[config.mk]
export PLATFORM = sky130hd
export DESIGN_NAME = thermostat_mode_controller_top_flat
export DESIGN_NICKNAME = d
export VERILOG_FILES = /design/src/design/thmc_pkg.sv /design/src/design/thmc_if.sv /design/src/design/thermostat_mode_controller_top.sv /design/src/flat_wrapper.sv
export SDC_FILE = /design/constraint.sdc
export NUM_CORES = 1
export LEC_CHECK = 0
export BUFFER_PORTS_ARGS = -buffer_cell sky130_fd_sc_hd__buf_2
export CAP_MARGIN = 10
export CORE_AREA = 5 5 161 163
export DETAILED_ROUTE_END_ITERATION = 8
export DIE_AREA = 0 0 166 168
export PLACE_DENSITY_LB_ADDON = 0.15
export SLEW_MARGIN = 20
export SYNTH_ARGS = -nofsm -noshare
export SYNTH_HDL_FRONTEND = slang
export SYNTH_SLANG_ARGS = --single-unit
[constraint.sdc]
create_clock -name clk_i -period 3.3 [get_ports clk_i]
set_input_delay 0 -clock clk_i [delete_from_list [all_inputs] [get_ports clk_i]]
set_output_delay 0 -clock clk_i [all_outputs]
set_load 0.05 [all_outputs]
[src/design/thmc_pkg.sv]
package thmc_pkg;

  typedef enum logic [1:0] {
    MODE_STANDBY = 2'd0,
    MODE_ADJUST  = 2'd1,
    MODE_STAB    = 2'd2,
    MODE_ERR     = 2'd3
  } mode_e;

  typedef enum logic [1:0] {
    KIND_TICK = 2'd0,
    KIND_PIN  = 2'd1,
    KIND_READ = 2'd2,
    KIND_NONE = 2'd3
  } kind_e;

  typedef enum logic [2:0] {
    CFG_MIN_TEMP     = 3'd0,
    CFG_MAX_TEMP     = 3'd1,
    CFG_TEMP_STEP    = 3'd2,
    CFG_TEMP_DIFF    = 3'd3,
    CFG_SET_TIMEOUT  = 3'd4,
    CFG_HOLD_LIMIT   = 3'd5,
    CFG_BOTTOM_EN    = 3'd6,
    CFG_UNUSED       = 3'd7
  } cfg_idx_e;

  localparam int unsigned CfgIdxW  = 3;
  localparam int unsigned CfgDataW = 16;

  localparam logic [1:0] INIT_OK             = 2'd0;
  localparam logic [1:0] INIT_BOTTOM_MISSING = 2'd3;

  localparam logic [2:0] FAULT_NONE        = 3'd0;
  localparam logic [2:0] FAULT_TOP_READ    = 3'd4;
  localparam logic [2:0] FAULT_BOTTOM_READ = 3'd5;

  localparam logic [7:0]  MIN_TEMP_RST    = 8'd40;
  localparam logic [7:0]  MAX_TEMP_RST    = 8'd110;
  localparam logic [3:0]  TEMP_STEP_RST   = 4'd1;
  localparam logic [6:0]  TEMP_DIFF_RST   = 7'd10;
  localparam logic [15:0] SET_TIMEOUT_RST = 16'd500;
  localparam logic [15:0] HOLD_LIMIT_RST  = 16'd300;

endpackage

[src/design/thmc_if.sv]
interface thmc_in_if;
  logic              valid;
  logic              ready;
  logic [1:0]        kind;
  logic              button_down;
  logic              enc_a_low;
  logic              enc_b_high;
  logic [1:0]        init_status;
  logic signed [7:0] top_reading;
  logic              top_ok;
  logic signed [7:0] bottom_reading;
  logic              bottom_ok;

  modport source (
    output valid, kind, button_down, enc_a_low, enc_b_high, init_status,
           top_reading, top_ok, bottom_reading, bottom_ok,
    input  ready
  );
  modport sink (
    input  valid, kind, button_down, enc_a_low, enc_b_high, init_status,
           top_reading, top_ok, bottom_reading, bottom_ok,
    output ready
  );
endinterface

interface thmc_out_if;
  logic       valid;
  logic       ready;
  logic [1:0] mode_now;
  logic       heater_on;
  logic       blower_on;
  logic [7:0] target_now;
  logic [7:0] shown_temp;
  logic       heat_dot;
  logic [2:0] fault_code;

  modport source (
    output valid, mode_now, heater_on, blower_on, target_now, shown_temp,
           heat_dot, fault_code,
    input  ready
  );
  modport sink (
    input  valid, mode_now, heater_on, blower_on, target_now, shown_temp,
           heat_dot, fault_code,
    output ready
  );
endinterface

[src/design/thermostat_mode_controller_top.sv]
// Output: an event's result is registered on its input transfer and appears in the cycle after it.
// Throughput: one event per cycle; the single output register is refilled in
// the cycle it is taken, so input ready drops only while a result waits.
// Reset: asynchronous, active low; mode standby, counters, target, stored target,
// shown temperature, fault, heater and blower cleared, registers to defaults.
module thermostat_mode_controller_top
  import thmc_pkg::*;
(
  input  logic                clk_i,
  input  logic                rst_ni,
  thmc_in_if.sink             in_ch,
  thmc_out_if.source          out_ch,
  input  logic                cfg_we_i,
  input  logic [CfgIdxW-1:0]  cfg_idx_i,
  input  logic [CfgDataW-1:0] cfg_data_i
);

  // configuration registers
  logic [7:0]  min_temp_q, max_temp_q;
  logic [3:0]  temp_step_q;
  logic [6:0]  temp_diff_q;
  logic [15:0] set_timeout_q, hold_limit_q;
  logic        bottom_en_q;

  // controller state
  mode_e       mode_q, mode_d;
  logic [15:0] idle_q, idle_d, hold_q, hold_d;
  logic [7:0]  target_q, target_d, stored_q, stored_d, top_q, top_d;
  logic [2:0]  fault_q, fault_d;
  logic        heater_q, heater_d, blower_q, blower_d;

  // result register
  logic        out_valid_q;
  logic [1:0]  res_mode_q, res_mode_d;
  logic        res_heater_q, res_heater_d, res_blower_q, res_blower_d;
  logic [7:0]  res_target_q, res_target_d, res_temp_q, res_temp_d;
  logic [2:0]  res_fault_q, res_fault_d;

  logic        in_xfer;
  logic [15:0] idle_inc, hold_inc;
  logic [1:0]  init_eff;
  logic [9:0]  diff;

  assign in_ch.ready = !out_valid_q || out_ch.ready;
  assign in_xfer     = in_ch.valid && in_ch.ready;

  always_ff @(posedge clk_i or negedge rst_ni) begin
    if (!rst_ni) begin
      min_temp_q    <= MIN_TEMP_RST;
      max_temp_q    <= MAX_TEMP_RST;
      temp_step_q   <= TEMP_STEP_RST;
      temp_diff_q   <= TEMP_DIFF_RST;
      set_timeout_q <= SET_TIMEOUT_RST;
      hold_limit_q  <= HOLD_LIMIT_RST;
      bottom_en_q   <= 1'b0;
    end else if (cfg_we_i) begin
      unique case (cfg_idx_e'(cfg_idx_i))
        CFG_MIN_TEMP:    min_temp_q    <= cfg_data_i[7:0];
        CFG_MAX_TEMP:    max_temp_q    <= cfg_data_i[7:0];
        CFG_TEMP_STEP:   temp_step_q   <= cfg_data_i[3:0];
        CFG_TEMP_DIFF:   temp_diff_q   <= cfg_data_i[6:0];
        CFG_SET_TIMEOUT: set_timeout_q <= cfg_data_i;
        CFG_HOLD_LIMIT:  hold_limit_q  <= cfg_data_i;
        CFG_BOTTOM_EN:   bottom_en_q   <= cfg_data_i[0];
        default: ;
      endcase
    end
  end

  assign idle_inc = idle_q + 16'd1;
  assign hold_inc = hold_q + 16'd1;
  assign init_eff = (in_ch.init_status == INIT_BOTTOM_MISSING && !bottom_en_q) ?
                    INIT_OK : in_ch.init_status;
  // top byte as unsigned minus bottom reading as signed
  assign diff = {2'b00, in_ch.top_reading} - {{2{in_ch.bottom_reading[7]}},
                in_ch.bottom_reading};

  // next state
  always_comb begin
    mode_d   = mode_q;
    idle_d   = idle_q;
    hold_d   = hold_q;
    target_d = target_q;
    stored_d = stored_q;
    top_d    = top_q;
    fault_d  = fault_q;
    heater_d = heater_q;
    blower_d = blower_q;
    unique case (kind_e'(in_ch.kind))
      KIND_TICK: begin
        if (mode_q != MODE_STANDBY) begin
          if (mode_q == MODE_ADJUST) begin
            idle_d = idle_inc;
            if (idle_inc > set_timeout_q) begin
              stored_d = target_q;
              mode_d   = MODE_STAB;
            end
          end
          if (in_ch.button_down) begin
            hold_d = hold_inc;
            if (hold_inc > hold_limit_q) begin
              heater_d = 1'b0;
              blower_d = 1'b0;
              stored_d = target_q;
              mode_d   = MODE_STANDBY;
            end
          end
        end
      end
      KIND_PIN: begin
        if (in_ch.enc_a_low && mode_q != MODE_STANDBY) begin
          if (in_ch.enc_b_high) begin
            if (target_q > min_temp_q) target_d = target_q - {4'd0, temp_step_q};
          end else begin
            if (target_q < max_temp_q) target_d = target_q + {4'd0, temp_step_q};
          end
          mode_d = MODE_ADJUST;
          idle_d = '0;
        end
        if (in_ch.button_down) begin
          if (mode_d == MODE_STANDBY) begin
            if (init_eff != INIT_OK) begin
              heater_d = 1'b0;
              blower_d = 1'b0;
              fault_d  = {1'b0, init_eff};
              mode_d   = MODE_ERR;
            end else begin
              // restore, falling back to the minimum when out of range
              if (stored_q < min_temp_q || stored_q > max_temp_q) begin
                target_d = min_temp_q;
              end else begin
                target_d = stored_q;
              end
              mode_d = MODE_ADJUST;
              idle_d = '0;
            end
          end
        end else begin
          hold_d = '0;
        end
      end
      KIND_READ: begin
        if (mode_q == MODE_STAB) begin
          if (!in_ch.top_ok) begin
            heater_d = 1'b0;
            blower_d = 1'b0;
            fault_d  = FAULT_TOP_READ;
            mode_d   = MODE_ERR;
          end else begin
            top_d    = in_ch.top_reading;
            heater_d = in_ch.top_reading < target_q;
            if (bottom_en_q) begin
              if (!in_ch.bottom_ok) begin
                heater_d = 1'b0;
                blower_d = 1'b0;
                fault_d  = FAULT_BOTTOM_READ;
                mode_d   = MODE_ERR;
              end else begin
                blower_d = $signed(diff) > $signed({3'b000, temp_diff_q});
              end
            end
          end
        end
      end
      default: ;
    endcase
  end

  // result fields from the state after the event
  always_comb begin
    res_mode_d   = mode_d;
    res_heater_d = heater_d;
    res_blower_d = blower_d;
    res_target_d = target_d;
    res_temp_d   = top_d;
    res_fault_d  = (mode_d == MODE_ERR) ? fault_d : FAULT_NONE;
  end

  always_ff @(posedge clk_i or negedge rst_ni) begin
    if (!rst_ni) begin
      mode_q      <= MODE_STANDBY;
      idle_q      <= '0;
      hold_q      <= '0;
      target_q    <= '0;
      stored_q    <= '0;
      top_q       <= '0;
      fault_q     <= FAULT_NONE;
      heater_q    <= 1'b0;
      blower_q    <= 1'b0;
      out_valid_q <= 1'b0;
    end else begin
      if (in_xfer) begin
        mode_q   <= mode_d;
        idle_q   <= idle_d;
        hold_q   <= hold_d;
        target_q <= target_d;
        stored_q <= stored_d;
        top_q    <= top_d;
        fault_q  <= fault_d;
        heater_q <= heater_d;
        blower_q <= blower_d;
        out_valid_q <= 1'b1;
      end else if (out_ch.ready) begin
        out_valid_q <= 1'b0;
      end
    end
  end

  always_ff @(posedge clk_i) begin
    if (in_xfer) begin
      res_mode_q   <= res_mode_d;
      res_heater_q <= res_heater_d;
      res_blower_q <= res_blower_d;
      res_target_q <= res_target_d;
      res_temp_q   <= res_temp_d;
      res_fault_q  <= res_fault_d;
    end
  end

  assign out_ch.valid      = out_valid_q;
  assign out_ch.mode_now   = res_mode_q;
  assign out_ch.heater_on  = res_heater_q;
  assign out_ch.blower_on  = res_blower_q;
  assign out_ch.target_now = res_target_q;
  assign out_ch.shown_temp = res_temp_q;
  assign out_ch.heat_dot   = res_heater_q;
  assign out_ch.fault_code = res_fault_q;

  // drives are off whenever the block sits in error
  a_err_drives_off: assert property (@(posedge clk_i) disable iff (!rst_ni)
    mode_q == MODE_ERR |-> !heater_q && !blower_q)
    else $error("heater or blower on in error mode");

  // a transfer always leaves a result waiting
  a_xfer_gives_result: assert property (@(posedge clk_i) disable iff (!rst_ni)
    in_xfer |=> out_valid_q)
    else $error("accepted event produced no result");

  // fault code reaches the output only in error mode
  a_fault_only_in_err: assert property (@(posedge clk_i) disable iff (!rst_ni)
    out_valid_q && res_fault_q != FAULT_NONE |-> res_mode_q == MODE_ERR)
    else $error("fault code shown outside error mode");

  // the held result does not change while it waits
  a_result_held: assert property (@(posedge clk_i) disable iff (!rst_ni)
    out_valid_q && !out_ch.ready |=> $stable(res_target_q) && $stable(res_mode_q))
    else $error("waiting result changed");

endmodule
[src/flat_wrapper.sv]
// flat-port wrapper written by rule: the top's interface ports become plain ports
module thermostat_mode_controller_top_flat import thmc_pkg::*;
  (clk_i, rst_ni, cfg_we_i, cfg_idx_i, cfg_data_i, in_ch_valid, in_ch_kind, in_ch_button_down, in_ch_enc_a_low, in_ch_enc_b_high, in_ch_init_status, in_ch_top_reading, in_ch_top_ok, in_ch_bottom_reading, in_ch_bottom_ok, in_ch_ready, out_ch_valid, out_ch_mode_now, out_ch_heater_on, out_ch_blower_on, out_ch_target_now, out_ch_shown_temp, out_ch_heat_dot, out_ch_fault_code, out_ch_ready);
  thmc_in_if in_ch_i ();
  thmc_out_if out_ch_i ();
  input  logic clk_i;
  input  logic rst_ni;
  input  logic cfg_we_i;
  input  logic [CfgIdxW-1:0] cfg_idx_i;
  input  logic [CfgDataW-1:0] cfg_data_i;
  input wire logic [$bits(in_ch_i.valid)-1:0] in_ch_valid;
  input wire logic [$bits(in_ch_i.kind)-1:0] in_ch_kind;
  input wire logic [$bits(in_ch_i.button_down)-1:0] in_ch_button_down;
  input wire logic [$bits(in_ch_i.enc_a_low)-1:0] in_ch_enc_a_low;
  input wire logic [$bits(in_ch_i.enc_b_high)-1:0] in_ch_enc_b_high;
  input wire logic [$bits(in_ch_i.init_status)-1:0] in_ch_init_status;
  input wire logic [$bits(in_ch_i.top_reading)-1:0] in_ch_top_reading;
  input wire logic [$bits(in_ch_i.top_ok)-1:0] in_ch_top_ok;
  input wire logic [$bits(in_ch_i.bottom_reading)-1:0] in_ch_bottom_reading;
  input wire logic [$bits(in_ch_i.bottom_ok)-1:0] in_ch_bottom_ok;
  output wire logic [$bits(in_ch_i.ready)-1:0] in_ch_ready;
  output wire logic [$bits(out_ch_i.valid)-1:0] out_ch_valid;
  output wire logic [$bits(out_ch_i.mode_now)-1:0] out_ch_mode_now;
  output wire logic [$bits(out_ch_i.heater_on)-1:0] out_ch_heater_on;
  output wire logic [$bits(out_ch_i.blower_on)-1:0] out_ch_blower_on;
  output wire logic [$bits(out_ch_i.target_now)-1:0] out_ch_target_now;
  output wire logic [$bits(out_ch_i.shown_temp)-1:0] out_ch_shown_temp;
  output wire logic [$bits(out_ch_i.heat_dot)-1:0] out_ch_heat_dot;
  output wire logic [$bits(out_ch_i.fault_code)-1:0] out_ch_fault_code;
  input wire logic [$bits(out_ch_i.ready)-1:0] out_ch_ready;
  assign in_ch_i.valid = in_ch_valid;
  assign in_ch_i.kind = in_ch_kind;
  assign in_ch_i.button_down = in_ch_button_down;
  assign in_ch_i.enc_a_low = in_ch_enc_a_low;
  assign in_ch_i.enc_b_high = in_ch_enc_b_high;
  assign in_ch_i.init_status = in_ch_init_status;
  assign in_ch_i.top_reading = in_ch_top_reading;
  assign in_ch_i.top_ok = in_ch_top_ok;
  assign in_ch_i.bottom_reading = in_ch_bottom_reading;
  assign in_ch_i.bottom_ok = in_ch_bottom_ok;
  assign in_ch_ready = in_ch_i.ready;
  assign out_ch_valid = out_ch_i.valid;
  assign out_ch_mode_now = out_ch_i.mode_now;
  assign out_ch_heater_on = out_ch_i.heater_on;
  assign out_ch_blower_on = out_ch_i.blower_on;
  assign out_ch_target_now = out_ch_i.target_now;
  assign out_ch_shown_temp = out_ch_i.shown_temp;
  assign out_ch_heat_dot = out_ch_i.heat_dot;
  assign out_ch_fault_code = out_ch_i.fault_code;
  assign out_ch_i.ready = out_ch_ready;
  thermostat_mode_controller_top u_core (.clk_i(clk_i), .rst_ni(rst_ni), .in_ch(in_ch_i), .out_ch(out_ch_i), .cfg_we_i(cfg_we_i), .cfg_idx_i(cfg_idx_i), .cfg_data_i(cfg_data_i));
endmodule
==> summary.md <==
| Metric | Value |
|---|---|
| Status | `finished, violations left` |
| Failing checks | `setup timing` |
| Netlist cell types | `approximately 70` |
| Fin worst setup slack | `-9.022 ps` |
| Xor/xnor share of the synthesized area | `between 3 and 4%` |
| Sequential share of power | `between 30 and 40%` |
| Die area | `27890 um2` |
| Mux share of post-synthesis cell area | `5.545%` |
| Worst path depth | `15` |
| Class of the worst hold path | `primary input to register` |
| Clock Latency Late Sink | `approximately 440 ps` |
| DRC Markers | `0` |
| Post-synth top flop | `dfrtp_1` |
| Combinational Power Share | `34.5%` |
| Post-synth EDFFs | `23` |
| Leak pwr | `between 5 and 6 nW` |
| R2r worst-path depth | `15` |
| Slew Limit Fails | `0` |
| Hold Startpoint | `cfg_idx_i[1]` |
| Detailed Place HPWL | `about 19 mm` |
| Least-Margin Pin Slew | `slightly above 1000 ps` |
| Die H | `168 um` |
| First-pass GRT wire length | `41.77 mm` |
| Routed WL per cell | `17.39 um` |
| Die Wd | `166 um` |
| Pre-antenna DRT Iters | `5` |
| Final #Nets | `between 1k and 1.5k` |
| Synthesized net count | `about 1.2k` |
| Final period util | `100.3%` |
| Clk slew on worst S/H paths | `~60 ps` |
| Port Buffer Count | `74` |
| DR vias | `about 8k` |
| Post-synthesis cell count | `1018` |
| ANT nets after route | `0` |
| DP Area | `roughly 11000 um2` |
| Share of post-route cells with drive strength above 1 | `24.45%` |
| RSZ-0062 raised after global routing | `true` |
| CTS tree | `yes` |
| Hold Slack | `~21 ps` |
| I/O pins | `75` |
| Pin count of the biggest net entering global routing | `between 60 and 70` |
| Rows | `57` |
| Largest family of logic cells by synthesized area | `compound AO/OA/AOI/OAI gates` |
| Placement Setup Slack | `-99.17 ps` |
| Worst Clk Skew | `16.67 ps` |
| Dpl cells | `approximately 1.4k` |
| Iter 0 DRT Violations | `~500` |
| Mapped Avg Cell Area | `9.353 um2` |
| Post-layout power | `around 6.6 mW` |
| Clock Path Buffers | `2` |
| Layout Area Growth over Synthesis | `24.31%` |
| Fin cells | `~1.5k` |
| Final Util | `between 40% and 50%` |
| Post-synth top area cell | `dfrtp_1` |
| Crit-path max FO | `4` |
| Asr flop ratio synth | `84.35%` |
| Clock share of power | `between 20 and 30%` |
| CP delay by family, top | `compound AO/OA/AOI/OAI gates` |
| Achievable Freq | `approximately 300 MHz` |
| Psw | `approximately 2.4 mW` |
| Setup TNS Final | `-25.46 ps` |
| Vias in the first global route | `7693` |
| Clock sinks | `approximately 150` |
| GRT Residual Overflow | `0` |
| RR Startpoint | `u_core.hold_q[0]$_DFFE_PN0P_` |
| Initial Util | `~40%` |
| Adder-Cell Fraction of Synth Area | `approximately 14%` |
| Synth Area in Compound Gates | `a little under a fifth` |
| Final min period | `around 3300 ps` |
| GRT Total Usage | `between 10% and 20%` |
| Initial antenna violation count | `0` |
| Hold depth | `4` |
| H-tree levels | `4` |
| Slowest stage cell on the critical path | `dfrtp_1` |
| Synth Cell Area | `approximately 9500 um2` |
| Critical Path Most Common Cell | `a221o_1` |
| Hold Violations, Final | `0` |
| Synth top area share | `~27%` |
| R2R setup slack | `-9 ps` |
| CTS root buffer | `clkbuf_16` |
| Crit path capture type | `register` |
| Most frequent cells in the layout | `116 x nand2_1, 105 x o21ai_0, 104 x dfrtp_1, 96 x ha_1, 94 x inv_1` |
| Final Cell Area | `11840 um2` |
| Core Region | `about 24000 um2` |
| Detailed Route WL | `between 20 and 30 mm` |
| CP Class | `register to register` |
| Final setup fails | `3` |
| Avg Vias per Cell | `between 5 and 6` |
| Int Power | `between 4 and 5 mW` |
| CP startpoint kind | `register` |
| Clock buffer count from CTS | `17` |
| Capturing point of the worst reg2reg path | `u_core.out_ch.heat_dot$_DFFE_PP_` |
| Hold endpoint | `u_core.set_timeout_q[2]$_DFFE_PN1P_` |
| PwrDens | `555.8 nW/um2` |
| Synth Area in Simple Gates | `~14%` |
| Worst path bufs/invs | `0` |
| WP data arrival | `around 3500 ps` |
| Maxcap violations | `0` |
| Switching share of power | `35.91%` |
| Cell Chain, Critical Path | `ha_2 -> nand2_2 -> nor2_2 -> and3_4 -> nand3_4 -> nor2_4 -> xor2_2 -> ha_1 -> nand4_1 -> a211oi_2 -> o31ai_2 -> a221o_1 -> a221o_1 -> o21ai_2 -> nand2_1` |
| CP peak stage delay | `roughly 400 ps` |
| Yosys reg bits | `between 100 and 150` |
| Synth warnings | `0` |
| Max_slew headroom | `between 30% and 40%` |
| Seq/Total Area, Yosys | `between 40% and 50%` |
| Dominant cells by area after synthesis | `dfrtp_1 27%, ha_1 13%, edfxtp_1 7.3%` |
| Worst EP required | `around 3500 ps` |
| VDD IR max | `slightly above 0.3 mV` |
| GPL Wtd Cong | `between 0.8 and 0.9` |
| Most common cell after layout, fill and taps aside | `nand2_1` |
state kept, by name, summed over array words and instances (netlist names), 4 cells and up:
signal,cells
u_core.hold_limit_q,16
u_core.hold_q,16
u_core.idle_q,16
u_core.set_timeout_q,16
u_core.max_temp_q,8
u_core.min_temp_q,8
u_core.out_ch.shown_temp,8
u_core.out_ch.target_now,8
u_core.stored_q,8
u_core.target_q,8
u_core.top_q,8
u_core.temp_diff_q,7
u_core.temp_step_q,4
logic make-up (layout without fill, tap and decap cells):
logic type / count (synthesis) / count (layout)
other: 0 / 1
muxes: 48 / 48
DFF: 147 / 147
buffers and inverters: 125 / 293
xor gates and xnor gates: 39 / 39
and+or+nand+nor: 284 / 284
AOI/OAI and AO/OA: 273 / 273
adders and majority gates: 102 / 102
synth_stat cells, types with 20 or more instances:
master and instances:
nand2_1 126, mux2_2 38, clkbuf_1 26, o21ai_0 118, a21oi_1 44, nor2_1 50
ha_1 99, xnor2_1 22, nand3_1 23, dfrtp_1 104, dfstp_2 20, edfxtp_1 23
inv_1 94
worst reg2reg max path: stages, from the launching register on:
cell and delay [ps]:
dfrtp_1 390, ha_2 210, nand2_2 50, nor2_2 120, and3_4 230, nand3_4 100, nor2_4 130, xor2_2 90
ha_1 310, nand4_1 160, a211oi_2 250, o31ai_2 110, a221o_1 370, a221o_1 340, o21ai_2 150, nand2_1 70
cell type report:
type | count | area [um2]
inverter | 94 | 352.8
tap | 324 | 405.4
sequential | 147 | 3819
clock inverter | 9 | 67.56
timing repair buffer | 167 | 1167
antenna | 1 | 2.502
multi-input combinational | 746 | 5523
clock buffer | 23 | 499.2
fill | 2287 | 12340
power by group through the flow:
stage | combinational [mW] | clock, mW | sequential (mW)
floorplan | 1.46 | 0 | 2.49
global placement | 2.16 | 0 | 2.44
detailed placement | 2.18 | 0 | 2.45
CTS | 2.23 | 1.93 | 2.42
global route | 2.56 | 2.01 | 2.46
finish | 2.27 | 1.89 | 2.42
metal layers:
metal  wire length, um  track usage (%)  share of wire [%]  up-vias
met5                 0                0                  0        -
met4               415            4.914                1.6        0
met3               927            3.494                3.5       30
met2             12750            31.53                 49      161
met1             12190            25.07                 46     3802
li1                  -                -                  -     3939
timing repair:
action	in CTS	in global routing
resized for setup	6	65
gates cloned	0	1
hold endpoints to repair	111	0
setup endpoints to repair	14	19
pin swaps	1	21
hold buffers	24	0
buffers inserted	2	10
how the worst max path moves through the flow:
stage / slack, ps / end / startpoint
after floorplan: 2 / u_core.out_ch.heat_dot$_DFFE_PP_ / u_core.hold_q[2]$_DFFE_PN0P_
after global placement: -7 / u_core.out_ch.heat_dot$_DFFE_PP_ / u_core.hold_q[0]$_DFFE_PN0P_
after detailed placement: -100 / u_core.out_ch.fault_code[2]$_SDFFCE_PP0P_ / u_core.idle_q[0]$_DFFE_PN0P_
after CTS: 10 / u_core.out_ch.heat_dot$_DFFE_PP_ / u_core.hold_q[0]$_DFFE_PN0P_
after global routing: -200 / u_core.blower_q$_DFFE_PN0P_ / u_core.hold_q[0]$_DFFE_PN0P_
final: -9 / u_core.out_ch.heat_dot$_DFFE_PP_ / u_core.hold_q[0]$_DFFE_PN0P_
Note: power is estimated with default switching activity, not from simulation.
